===== src/design/tcpm_pkg.sv =====
// shared types, constants and helpers for the tone curve pixel mapper
package tcpm_pkg;

    localparam int unsigned DEF_NUM_PIVOTS = 6;
    localparam int unsigned MAX_PIVOTS     = 8;
    localparam int unsigned REG_BYTES      = 6;
    localparam int unsigned REG_W          = 8 * REG_BYTES;
    localparam int unsigned APB_DATA_W     = 64;
    localparam int unsigned APB_ADDR_W     = 5;
    localparam int unsigned DIV_STEPS      = 8;
    localparam int unsigned NCH            = 2;
    localparam int unsigned CH_BLUE        = 0;
    localparam int unsigned CH_RED         = 1;

    localparam logic [1:0] REG_PIVOTS = 2'd0;
    localparam logic [1:0] REG_BLUE   = 2'd1;
    localparam logic [1:0] REG_RED    = 2'd2;

    localparam logic [REG_W-1:0] RST_PIVOTS = 48'hFFC8_9664_3200;
    localparam logic [REG_W-1:0] RST_BLUE   = 48'hFF96_4B28_1400;
    localparam logic [REG_W-1:0] RST_RED    = 48'hFFDC_BE96_5000;

    typedef struct packed {
        logic [7:0] blue_in;
        logic [7:0] green_in;
        logic [7:0] red_in;
    } t_pix_in;

    typedef struct packed {
        logic [7:0] blue_out;
        logic [7:0] green_out;
        logic [7:0] red_out;
    } t_pix_out;

    // segment selection result per channel
    typedef struct packed {
        logic       direct;
        logic [7:0] y0;
        logic       neg;
        logic [7:0] dx;
        logic [7:0] dv;
        logic [7:0] dym;
    } t_sel;

    // divider lane state
    typedef struct packed {
        logic        direct;
        logic [7:0]  y0;
        logic        neg;
        logic [7:0]  dx;
        logic [15:0] rem;
        logic [7:0]  quo;
    } t_div;

    // byte k of a packed pivot register, zero past the last stored byte
    function automatic logic [7:0] byte_at(input logic [REG_W-1:0] r, input logic [3:0] k);
        logic [7:0] b;
        b = '0;
        for (int i = 0; i < int'(REG_BYTES); i++) begin
            if (k == 4'(i)) begin
                b = r[8*i +: 8];
            end
        end
        return b;
    endfunction

endpackage


===== src/design/tone_curve_pixel_mapper_unit.sv =====
// tone curve pixel mapper: pipelined piecewise linear curves on blue and red
//
//  channel   | ports                               | handshake
//  ----------+-------------------------------------+-------------------------------
//  pixel in  | i_pixel (blue, green, red)          | start high, busy low
//  pixel out | o_pixel (blue, green, red)          | o_done strobe, one cycle
//  config    | psel penable pwrite paddr pwdata    | apb read/write, pready always high
//
//  one pixel per clock
//  the divider is an 8-stage restoring divider, one quotient bit per stage
//  busy is always low, the pipeline never stalls and the receiver cannot stall
//  synchronous active-low reset clears valid bits and loads the default curves
module tone_curve_pixel_mapper_unit #(
    parameter int unsigned NUM_PIVOTS = tcpm_pkg::DEF_NUM_PIVOTS
) (
    input  logic                                i_clk,
    input  logic                                i_rst_n,
    input  logic                                start,
    output logic                                busy,
    input  tcpm_pkg::t_pix_in                   i_pixel,
    output logic                                o_done,
    output tcpm_pkg::t_pix_out                  o_pixel,
    input  logic                                psel,
    input  logic                                penable,
    input  logic                                pwrite,
    input  logic [tcpm_pkg::APB_ADDR_W-1:0]     paddr,
    input  logic [tcpm_pkg::APB_DATA_W-1:0]     pwdata,
    output logic [tcpm_pkg::APB_DATA_W-1:0]     prdata,
    output logic                                pready
);
    import tcpm_pkg::*;

    localparam int unsigned JW  = $clog2(NUM_PIVOTS + 1);
    localparam int unsigned LAT = 4 + DIV_STEPS;

    logic [REG_W-1:0] r_piv;
    logic [REG_W-1:0] r_blue;
    logic [REG_W-1:0] r_red;
    logic [REG_W-1:0] w_ys [NCH];
    logic [1:0]       w_idx;
    logic             w_wr;
    logic             w_acc;

    logic [LAT-1:0]   r_vld;
    logic [7:0]       r_grn [LAT-1];
    logic [7:0]       w_v   [NCH];
    logic [JW-1:0]    n_j   [NCH];
    logic [7:0]       r_v1  [NCH];
    logic [JW-1:0]    r_j1  [NCH];
    t_sel             n_sel [NCH];
    t_sel             r_sel [NCH];
    t_div             r_div [DIV_STEPS+1][NCH];
    t_div             n_div [1:DIV_STEPS][NCH];
    logic [7:0]       n_res [NCH];
    t_pix_out         r_out;

    // configuration port
    assign pready = 1'b1;
    assign w_idx  = paddr[APB_ADDR_W-1:3];
    assign w_wr   = psel & penable & pwrite;

    always_ff @(posedge i_clk) begin
        if (!i_rst_n) begin
            r_piv  <= RST_PIVOTS;
            r_blue <= RST_BLUE;
            r_red  <= RST_RED;
        end else if (w_wr) begin
            unique case (w_idx)
                REG_PIVOTS: r_piv  <= pwdata[REG_W-1:0];
                REG_BLUE:   r_blue <= pwdata[REG_W-1:0];
                REG_RED:    r_red  <= pwdata[REG_W-1:0];
                default: ;
            endcase
        end
    end

    always_comb begin
        unique case (w_idx)
            REG_PIVOTS: prdata = APB_DATA_W'(r_piv);
            REG_BLUE:   prdata = APB_DATA_W'(r_blue);
            REG_RED:    prdata = APB_DATA_W'(r_red);
            default:    prdata = '0;
        endcase
    end

    assign w_ys[CH_BLUE] = r_blue;
    assign w_ys[CH_RED]  = r_red;

    // request side
    assign busy  = 1'b0;
    assign w_acc = start & ~busy;
    assign w_v[CH_BLUE] = i_pixel.blue_in;
    assign w_v[CH_RED]  = i_pixel.red_in;

    always_ff @(posedge i_clk) begin
        if (!i_rst_n) begin
            r_vld <= '0;
        end else begin
            r_vld <= {r_vld[LAT-2:0], w_acc};
        end
    end

    always_ff @(posedge i_clk) begin
        r_grn[0] <= i_pixel.green_in;
        for (int s = 1; s < int'(LAT) - 1; s++) begin
            r_grn[s] <= r_grn[s-1];
        end
    end

    // stage 1: first pivot at or above the value
    always_comb begin
        for (int c = 0; c < int'(NCH); c++) begin
            logic found;
            found  = 1'b0;
            n_j[c] = JW'(NUM_PIVOTS);
            for (int k = 0; k < int'(NUM_PIVOTS); k++) begin
                if (!found && !(w_v[c] > byte_at(r_piv, 4'(k)))) begin
                    found  = 1'b1;
                    n_j[c] = JW'(k);
                end
            end
        end
    end

    always_ff @(posedge i_clk) begin
        r_v1 <= w_v;
        r_j1 <= n_j;
    end

    // stage 2: pick segment ends, catch exact pivots and the two outer ranges
    always_comb begin
        for (int c = 0; c < int'(NCH); c++) begin
            logic [3:0] j;
            logic [3:0] jm;
            logic [7:0] x0;
            logic [7:0] x1;
            logic [7:0] y0;
            logic [7:0] y1;
            j  = 4'(r_j1[c]);
            jm = (j == 4'd0) ? 4'd0 : j - 4'd1;
            x0 = byte_at(r_piv, jm);
            x1 = byte_at(r_piv, j);
            y0 = byte_at(w_ys[c], jm);
            y1 = byte_at(w_ys[c], j);
            n_sel[c].direct = 1'b1;
            n_sel[c].y0     = y0;
            if (j == 4'(NUM_PIVOTS)) begin
                n_sel[c].y0 = byte_at(w_ys[c], 4'(NUM_PIVOTS - 1));
            end else if (r_v1[c] == x1) begin
                n_sel[c].y0 = y1;
            end else if (j == 4'd0) begin
                n_sel[c].y0 = byte_at(w_ys[c], 4'd0);
            end else begin
                n_sel[c].direct = 1'b0;
            end
            n_sel[c].dx  = x1 - x0;
            n_sel[c].dv  = r_v1[c] - x0;
            n_sel[c].neg = (y1 < y0);
            n_sel[c].dym = (y1 < y0) ? (y0 - y1) : (y1 - y0);
        end
    end

    always_ff @(posedge i_clk) begin
        r_sel <= n_sel;
    end

    // stage 3: product magnitude |dy| * (v - x0)
    always_ff @(posedge i_clk) begin
        for (int c = 0; c < int'(NCH); c++) begin
            r_div[0][c].direct <= r_sel[c].direct;
            r_div[0][c].y0     <= r_sel[c].y0;
            r_div[0][c].neg    <= r_sel[c].neg;
            r_div[0][c].dx     <= r_sel[c].dx;
            r_div[0][c].rem    <= 16'(r_sel[c].dym) * 16'(r_sel[c].dv);
            r_div[0][c].quo    <= '0;
        end
    end

    // divider: one quotient bit per stage, msb first
    always_comb begin
        for (int k = 0; k < int'(DIV_STEPS); k++) begin
            for (int c = 0; c < int'(NCH); c++) begin
                logic [15:0] dd;
                dd = 16'(r_div[k][c].dx) << (int'(DIV_STEPS) - 1 - k);
                n_div[k+1][c] = r_div[k][c];
                if (r_div[k][c].rem >= dd) begin
                    n_div[k+1][c].rem = r_div[k][c].rem - dd;
                    n_div[k+1][c].quo[int'(DIV_STEPS) - 1 - k] = 1'b1;
                end
            end
        end
    end

    always_ff @(posedge i_clk) begin
        for (int k = 1; k <= int'(DIV_STEPS); k++) begin
            r_div[k] <= n_div[k];
        end
    end

    // falling segment rounds the quotient magnitude up for a floor toward minus infinity
    always_comb begin
        for (int c = 0; c < int'(NCH); c++) begin
            logic [8:0] qa;
            qa = {1'b0, r_div[DIV_STEPS][c].quo} + 9'(r_div[DIV_STEPS][c].rem != 16'd0);
            if (r_div[DIV_STEPS][c].direct) begin
                n_res[c] = r_div[DIV_STEPS][c].y0;
            end else if (r_div[DIV_STEPS][c].neg) begin
                n_res[c] = r_div[DIV_STEPS][c].y0 - qa[7:0];
            end else begin
                n_res[c] = r_div[DIV_STEPS][c].y0 + r_div[DIV_STEPS][c].quo;
            end
        end
    end

    always_ff @(posedge i_clk) begin
        r_out.blue_out  <= n_res[CH_BLUE];
        r_out.green_out <= r_grn[LAT-2];
        r_out.red_out   <= n_res[CH_RED];
    end

    assign o_done  = r_vld[LAT-1];
    assign o_pixel = r_out;

    // every strobe traces back to an earlier request on start
    a_done_from_req: assert property (@(posedge i_clk) disable iff (!i_rst_n)
        o_done |-> $past(start && i_rst_n, LAT))
        else $error("result strobe without matching request");

    a_green_through: assert property (@(posedge i_clk) disable iff (!i_rst_n)
        o_done |-> (o_pixel.green_out == $past(i_pixel.green_in, LAT)))
        else $error("green channel not passed through");

    a_blue_rem: assert property (@(posedge i_clk) disable iff (!i_rst_n)
        (r_vld[LAT-2] && !r_div[DIV_STEPS][CH_BLUE].direct)
            |-> (r_div[DIV_STEPS][CH_BLUE].rem < 16'(r_div[DIV_STEPS][CH_BLUE].dx)))
        else $error("blue divider remainder not below divisor");

    a_red_rem: assert property (@(posedge i_clk) disable iff (!i_rst_n)
        (r_vld[LAT-2] && !r_div[DIV_STEPS][CH_RED].direct)
            |-> (r_div[DIV_STEPS][CH_RED].rem < 16'(r_div[DIV_STEPS][CH_RED].dx)))
        else $error("red divider remainder not below divisor");

endmodule

===== config.mk =====
export PLATFORM = sky130hd
export DESIGN_NAME = tone_curve_pixel_mapper_unit
export DESIGN_NICKNAME = d
export VERILOG_FILES = /design/src/design/tcpm_pkg.sv /design/src/design/tone_curve_pixel_mapper_unit.sv
export SDC_FILE = /design/constraint.sdc
export NUM_CORES = 2
export LEC_CHECK = 0
export ABC_AREA = 0
export BUFFER_PORTS_ARGS = -buffer_cell sky130_fd_sc_hd__buf_4
export CAP_MARGIN = 15
export CORE_MARGIN = 1.5
export CORE_UTILIZATION = 50
export DETAILED_ROUTE_END_ITERATION = 10
export PLACE_DENSITY = 0.69
export SETUP_SLACK_MARGIN = 0.15
export SLEW_MARGIN = 20
export SYNTH_ARGS = -nofsm -noshare
export SYNTH_HDL_FRONTEND = slang
export SYNTH_SLANG_ARGS = --single-unit

===== constraint.sdc =====
create_clock -name i_clk -period 4.2 [get_ports i_clk]
set_input_delay 0.21 -clock i_clk [delete_from_list [all_inputs] [get_ports i_clk]]
set_output_delay 0.21 -clock i_clk [all_outputs]
set_load 0.005 [all_outputs]

## Word-level counts from Yosys, hierarchy flattened

Memories as Yosys holds them, arrays and structs flattened. A register that Yosys moved wholly into a read port is not among the register bits.
Index checks and enable logic that the tools add are counted.

| word-level totals | value |
|---|---|
| latch bits | 0 |
| RAM bits | 844 |
| register bits | 262 |
| memories | 2 |
| ROM bits | 0 |
| output and inout port bits | 91 |
| input bits | 99 |

Memory list:

| name | depth | bits a word | read ports | clocked after memory_dff | write ports | line | source |
|---|---|---|---|---|---|---|---|
| r_div | 9 | 84 | 9 | 0 | 9 | tone_curve_pixel_mapper_unit.sv:52 | `t_div r_div [DIV_STEPS+1][NCH];` |
| r_grn | 11 | 8 | 11 | 1 | 11 | tone_curve_pixel_mapper_unit.sv:45 | `logic [7:0] r_grn [LAT-1];` |

| operators by class | value |
|---|---|
| mux-type cells | 115 |
| bitwise gates (word level) | 2 |
| $lt $le $gt $ge | 30 |
| add/sub/neg operators | 32 |
| multiply operators | 2 |
| div/mod/pow operators | 0 |
| shift-type cells | 0 |
| reduce and logical (&&, ||, !) cells | 42 |
| equality and inequality tests | 26 |

Operator list:

| kind | count |
|---|---|
| $mux W8 | 60 |
| $mux W16 | 14 |
| $pmux W48 S3 | 1 |
| $gt A8 B8 Y1 | 12 |
| $sub A8 B8 Y8 | 10 |
| $mux W17 | 2 |
| $ge A16 B10 Y1 | 2 |
| $ge A16 B11 Y1 | 2 |
| $ge A16 B12 Y1 | 2 |
| $ge A16 B13 Y1 | 2 |
| $ge A16 B14 Y1 | 2 |
| $ge A16 B15 Y1 | 2 |
| $ge A16 B8 Y1 | 2 |
| $ge A16 B9 Y1 | 2 |
| $mul A8 B8 Y16 | 2 |
| $reduce_bool A16 Y1 | 2 |
| $sub A16 B10 Y16 | 2 |
| $sub A16 B11 Y16 | 2 |
| $sub A16 B12 Y16 | 2 |
| $sub A16 B13 Y16 | 2 |
| $sub A16 B14 Y16 | 2 |
| $sub A16 B15 Y16 | 2 |
| $sub A16 B8 Y16 | 2 |
| $sub A16 B9 Y16 | 2 |
| other kinds (24) | 114 |

## Depth between registers and ports, before layout

| depth | value |
|---|---|
| word-level depth | 16 |
| depth in mapped cells | 22 |

## Least setup slack after synthesis

OpenSTA, ideal clock, no wires.

| path | value |
|---|---|
| path kind | register to register |
| start | register r_sel[5] (netlist name) |
| end | memory r_div[0][22] (netlist name) |
| slack | 0.018 ns |
| data required time | 4.082 ns |
| path buffers | 0 |
| cell stages (with the launch flop) | 16 |
| library setup time | 0.118 ns |
| arrival | 4.064 ns |
| period minus slack after synthesis | 4.182 ns |
| cells stage by stage | dfxtp_1 -> nand2_1 -> fa_1 -> fa_1 -> inv_1 -> fa_1 -> inv_1 -> fa_1 -> inv_1 -> ha_1 -> a21boi_0 -> o311a_1 -> o21a_1 -> o21a_1 -> o41a_1 -> xor2_1 |

RTL lines:

| item | line | source |
|---|---|---|
| from (decl) | tone_curve_pixel_mapper_unit.sv:51 | `t_sel r_sel [NCH];` |
| from (signal assigned) | tone_curve_pixel_mapper_unit.sv:164 | `r_sel <= n_sel;` |
| to (decl) | tone_curve_pixel_mapper_unit.sv:52 |  |

==> impl_summary.md <==
Worst setup path
The endpoint class of the critical path is a register. The capturing point of the worst reg2reg path is r_div[0][22]. The startpoint identified for the worst register-to-register timing path is r_sel[10]. The worst setup path is launched from a register.

Across all register-to-register paths, the minimum setup slack is 0.01 ns. The largest stage delay on the critical path is 0.51 ns. The critical path class is register to register. Along the worst path, the maximum fanout reaches 6. The number of cells on the worst reg-to-reg path is 18. Data on the critical path is required at its endpoint by 4.74 ns.

Walking the worst path, the cells encountered are buf_6 > and2_4 > ha_4 > fa_1 > ha_1 > inv_2 > fa_1 > inv_1 > ha_1 > a21o_1 > a21oi_2 > nand2b_4 > a21boi_4 > o311a_1 > o21a_1 > o21a_1 > o41a_1 > xor2_1. Data arrives at the worst endpoint at 4.73 ns. The slowest stage cell on the critical path is sky130_fd_sc_hd__fa_1.

Logic synthesis
Synthesis produced a netlist whose cell count is 4,869. The count of flip-flops with a built-in enable after synthesis is 0. In the post-synthesis netlist, the biggest area contributors are sky130_fd_sc_hd__dfxtp_1 (44%), sky130_fd_sc_hd__ha_1 (11%), sky130_fd_sc_hd__nand2_1 (4.6%). For this run, the register share of the synthesized area comes to 0.442. The register bit count reported by yosys is 1,026. The biggest area consumer among synthesized cells is sky130_fd_sc_hd__dfxtp_1. The count of unique library cells instantiated by Yosys is 95. For this run, the leading register cell type out of synthesis is sky130_fd_sc_hd__dfxtp_1. Dividing the synthesized area by the synthesized cell count gives 9.54 um2. The fraction of registers with async set or reset after synthesis is 0. The cell area after synthesis is 46,500 um2. After synthesis, the most frequently instantiated cells are sky130_fd_sc_hd__dfxtp_1 (1,026), sky130_fd_sc_hd__nand2_1 (566), sky130_fd_sc_hd__inv_1 (457).

During synthesis, Yosys emitted a total of 0 warnings. The library cell with the highest instance count after synthesis is sky130_fd_sc_hd__dfxtp_1. The share of Yosys cell area claimed by the top area cell type is 0.442.

Worst hold path
The type of the tightest min-delay check is input pin to register. The worst hold path terminates at r_blue[34]. The worst hold path stage count is 2.

The launch point of the worst hold path is i_rst_n.

Final layout
At the end of the flow, the number of nets in the layout was 5,781. The growth of design area from synthesis to finish is 16.8%. The share of cells above drive strength 1 is 0.121. The post-route cell area is 54,300 um2. The repair_antennas step left the layout with diodes totalling 0.

Timing
Measured against its own limit, the worst slew margin works out to 0.307. In the finished design, the share of the clock period the worst path needs comes to 0.997. Setup violations remaining at the end of the flow were counted as 0.

The number of pins exceeding their max-slew limit in the final report is 0. Clock skew on the completed layout was measured at 0.0314 ns. Final hold analysis gives a worst-case slack of 0.0651 ns. For the final routed database, the setup TNS stands at 0 ns. For the pin with the worst max-slew slack, the measured transition is 1.03 ns.

Based on the critical path, the design can be clocked at up to 239 MHz. Setup repair after global routing could not meet its margin everywhere. The hold violation count in the final report came to 0. The minimum clock period is 4.19 ns.

GRT
The total congestion overflow is 0. The via count of the first global-routing pass is 35,011. For this run, the total global-route usage over all layers was measured as 0.259. The number of antenna violations at the first check in global routing was 0. The first global-routing pass estimated 191,000 um of wire.

The largest net degree at the start of global routing is 81.

Power and ir drop
The power density relative to cell area is 959 nW/um2. The share of total power dissipated in combinational logic is 0.533. Cell internal power was estimated by the tool at 32,300 uW. The share of power burned in the clock network is 0.178.

The standby leakage power is 0.0243 uW. For this design the total switching power over the nets is 19,800 uW. The worst ir drop on vdd is 1.21 mV.

The switching part of the total is 0.381. The sequential share of power is 0.288.

Floorplanning
The area of the core is 91,900 um2. The die covers 94,800 um2. The floorplan has 111 rows.

The initial core utilization is 0.505. In this run the vertical extent of the chip is 308 um. The number of top-level design ports is 190. The horizontal die dimension is 308 um.

Detailed routing
In the routed design, unresolved DRC markers number 0. In the routed layout, each cell is associated on average with a via count of 5.36. The number of DRC markers in iteration 0 is 2,761. Summing over every cut layer, the via total after detailed routing is 34,887.

The number of detailed-routing iterations run before antenna repair is 9. The total routed wirelength is 123,000 um. After detailed routing, the average wire length per cell comes to 18.9 um.

The post-detailed-route count of antenna-violating nets is 0.

Outcome
The flow ran to the end, and the final reports show no timing, DRC or antenna violations.

CTS
The clock input transition at the sequential cells of the worst setup and hold paths is 0.06 ns. The clock tree synthesis step divided the H-tree into 3 levels. The number of clock buffers added by TritonCTS is 101. The maximum buffer depth of the clock tree is 3. The clock root buffer master is sky130_fd_sc_hd__clkbuf_16. The clock tree from TritonCTS is built. The clock network latency to the later pin of the worst-skew pair is 0.68 ns. Counting every sink on the clock net gives 1,026.

Place
Buffers placed on the I/O ports in this run total 152. The congestion estimate from routability-driven global placement came to 1.02. After detailed placement, the total cell area comes to 49,400 um2.

The wire-length estimate of the detail-placed layout is 92,500 um.

Run
The tool flagged a number of max-cap violations equal to 0.
-- stage by stage --
step                      instances  total power (uW)  worst slack, ns   util
after floorplan                4885             33500           0.0427      -
after global placement         6237             39600           -0.147  0.538
after detailed placement       6237             40100           -0.170  0.538
after CTS                      6499             51100          -0.0382  0.587
after global routing           6509             56800           -0.145  0.590
final                          6509             52100           0.0126  0.590
-- how the worst max path moves through the flow --
| stage | start | end | slack, ns | cells after the start |
|---|---|---|---|---|
| floorplan | r_sel[4] | r_div[0][22] | 0.04 | 15 |
| global placement | r_sel[3] | r_div[0][22] | -0.15 | 15 |
| detailed placement | r_sel[3] | r_div[0][22] | -0.17 | 15 |
| CTS | r_sel[10] | r_div[0][22] | -0.04 | 17 |
| global route | r_sel[11] | r_div[0][22] | -0.15 | 16 |
| finish | r_sel[10] | r_div[0][22] | 0.01 | 18 |
-- worst max-delay path, delay by kind of cell (launching register included) --
family	cells	cell delay, ns
AOI/OAI and AO/OA	7	1.41
adders and majority gates	5	1.67
DFF	1	0.36
and+or+nand+nor	2	0.30
xor gates and xnor gates	1	0.15
buffers and inverters	3	0.21
-- power by group through the flow --
stage	Sequential, uW	Clock (uW)	Combinational (uW)
after global routing	15400	9890	31600
after floorplan	14500	0	19000
final	15000	9280	27800
after global placement	15100	0	24400
after CTS	15000	9470	26600
after detailed placement	15200	0	24900
-- cells by family (layout without fill, tap and decap cells) --
kind of cell,count (synthesis),count (layout),share of synthesized area
XOR/XNOR,217,217,0.0409
flip-flops,1026,1026,0.442
AND/OR/NAND/NOR,1356,1356,0.142
other,2,18,0.000162
multiplexers,146,146,0.0330
buffers and inverters,628,1009,0.0543
AO/OA/AOI/OAI,997,997,0.138
adder cells (fa/ha/maj),497,497,0.150
-- layout make-up --
cell class	count	area (um2)
Tap cell	1243	1560
Multi-Input combinational cell	3231	23900
Clock inverter	50	676
Sequential cell	1026	20600
Fill cell	7920	37700
Clock buffer	134	2810
Timing Repair Buffer	364	3010
Inverter	461	1730
-- flip-flops by register name (all words and copies together), names as in the netlist --
| name | cells |
|---|---|
| r_div | 668 |
| r_grn | 88 |
| r_sel | 68 |
| r_blue | 48 |
| r_piv | 48 |
| r_red | 48 |
| o_pixel | 24 |
| r_v1 | 16 |
| r_vld | 12 |
| r_j1 | 6 |
-- routing by layer --
metal | global-route usage | vias to the layer above | wire [um]
li1 | - | 17087 | -
met1 | 0.306 | 16218 | 49200
met2 | 0.444 | 1192 | 57800
met3 | 0.0403 | 390 | 7630
met4 | 0.155 | 0 | 8310
met5 | 0 | - | 0
-- layout by cell type, fill, tap and decap left out, drive strengths merged, types with 12 or more instances in the layout --
| cell type | instances |
|---|---|
| o22ai | 18 |
| a21o | 74 |
| buf | 291 |
| clkinv | 26 |
| fa | 101 |
| inv | 466 |
| mux2i | 123 |
| nand2b | 58 |
| nor2 | 223 |
| clkbuf | 134 |
| o21a | 26 |
| or2 | 15 |
| xor2 | 101 |
| dfxtp | 1026 |
| a22oi | 17 |
| or3 | 12 |
| xnor2 | 116 |
| o21ai | 263 |
| a222oi | 16 |
| o211ai | 31 |
| a21oi | 239 |
| ha | 396 |
| nand2 | 566 |
| dlygate4sd3 | 73 |
| mux2 | 20 |
| a211oi | 41 |
| and3 | 20 |
| nand3b | 13 |
| conb | 18 |
| and2 | 129 |
| nor4 | 31 |
| a221oi | 17 |
| a21boi | 109 |
| nor3 | 54 |
| a31oi | 21 |
| o31ai | 34 |
| nand4 | 36 |
| o21bai | 21 |
| nor2b | 73 |
| nand3 | 82 |
-- what timing repair did --
item	CTS	global route
hold buffers	73	0
hold endpoints to repair	169	0
pin swaps	48	56
resized for setup	75	67
buffers inserted	5	10
endpoints found under the setup margin	9	17
Note: power is estimated with default switching activity, not from simulation.
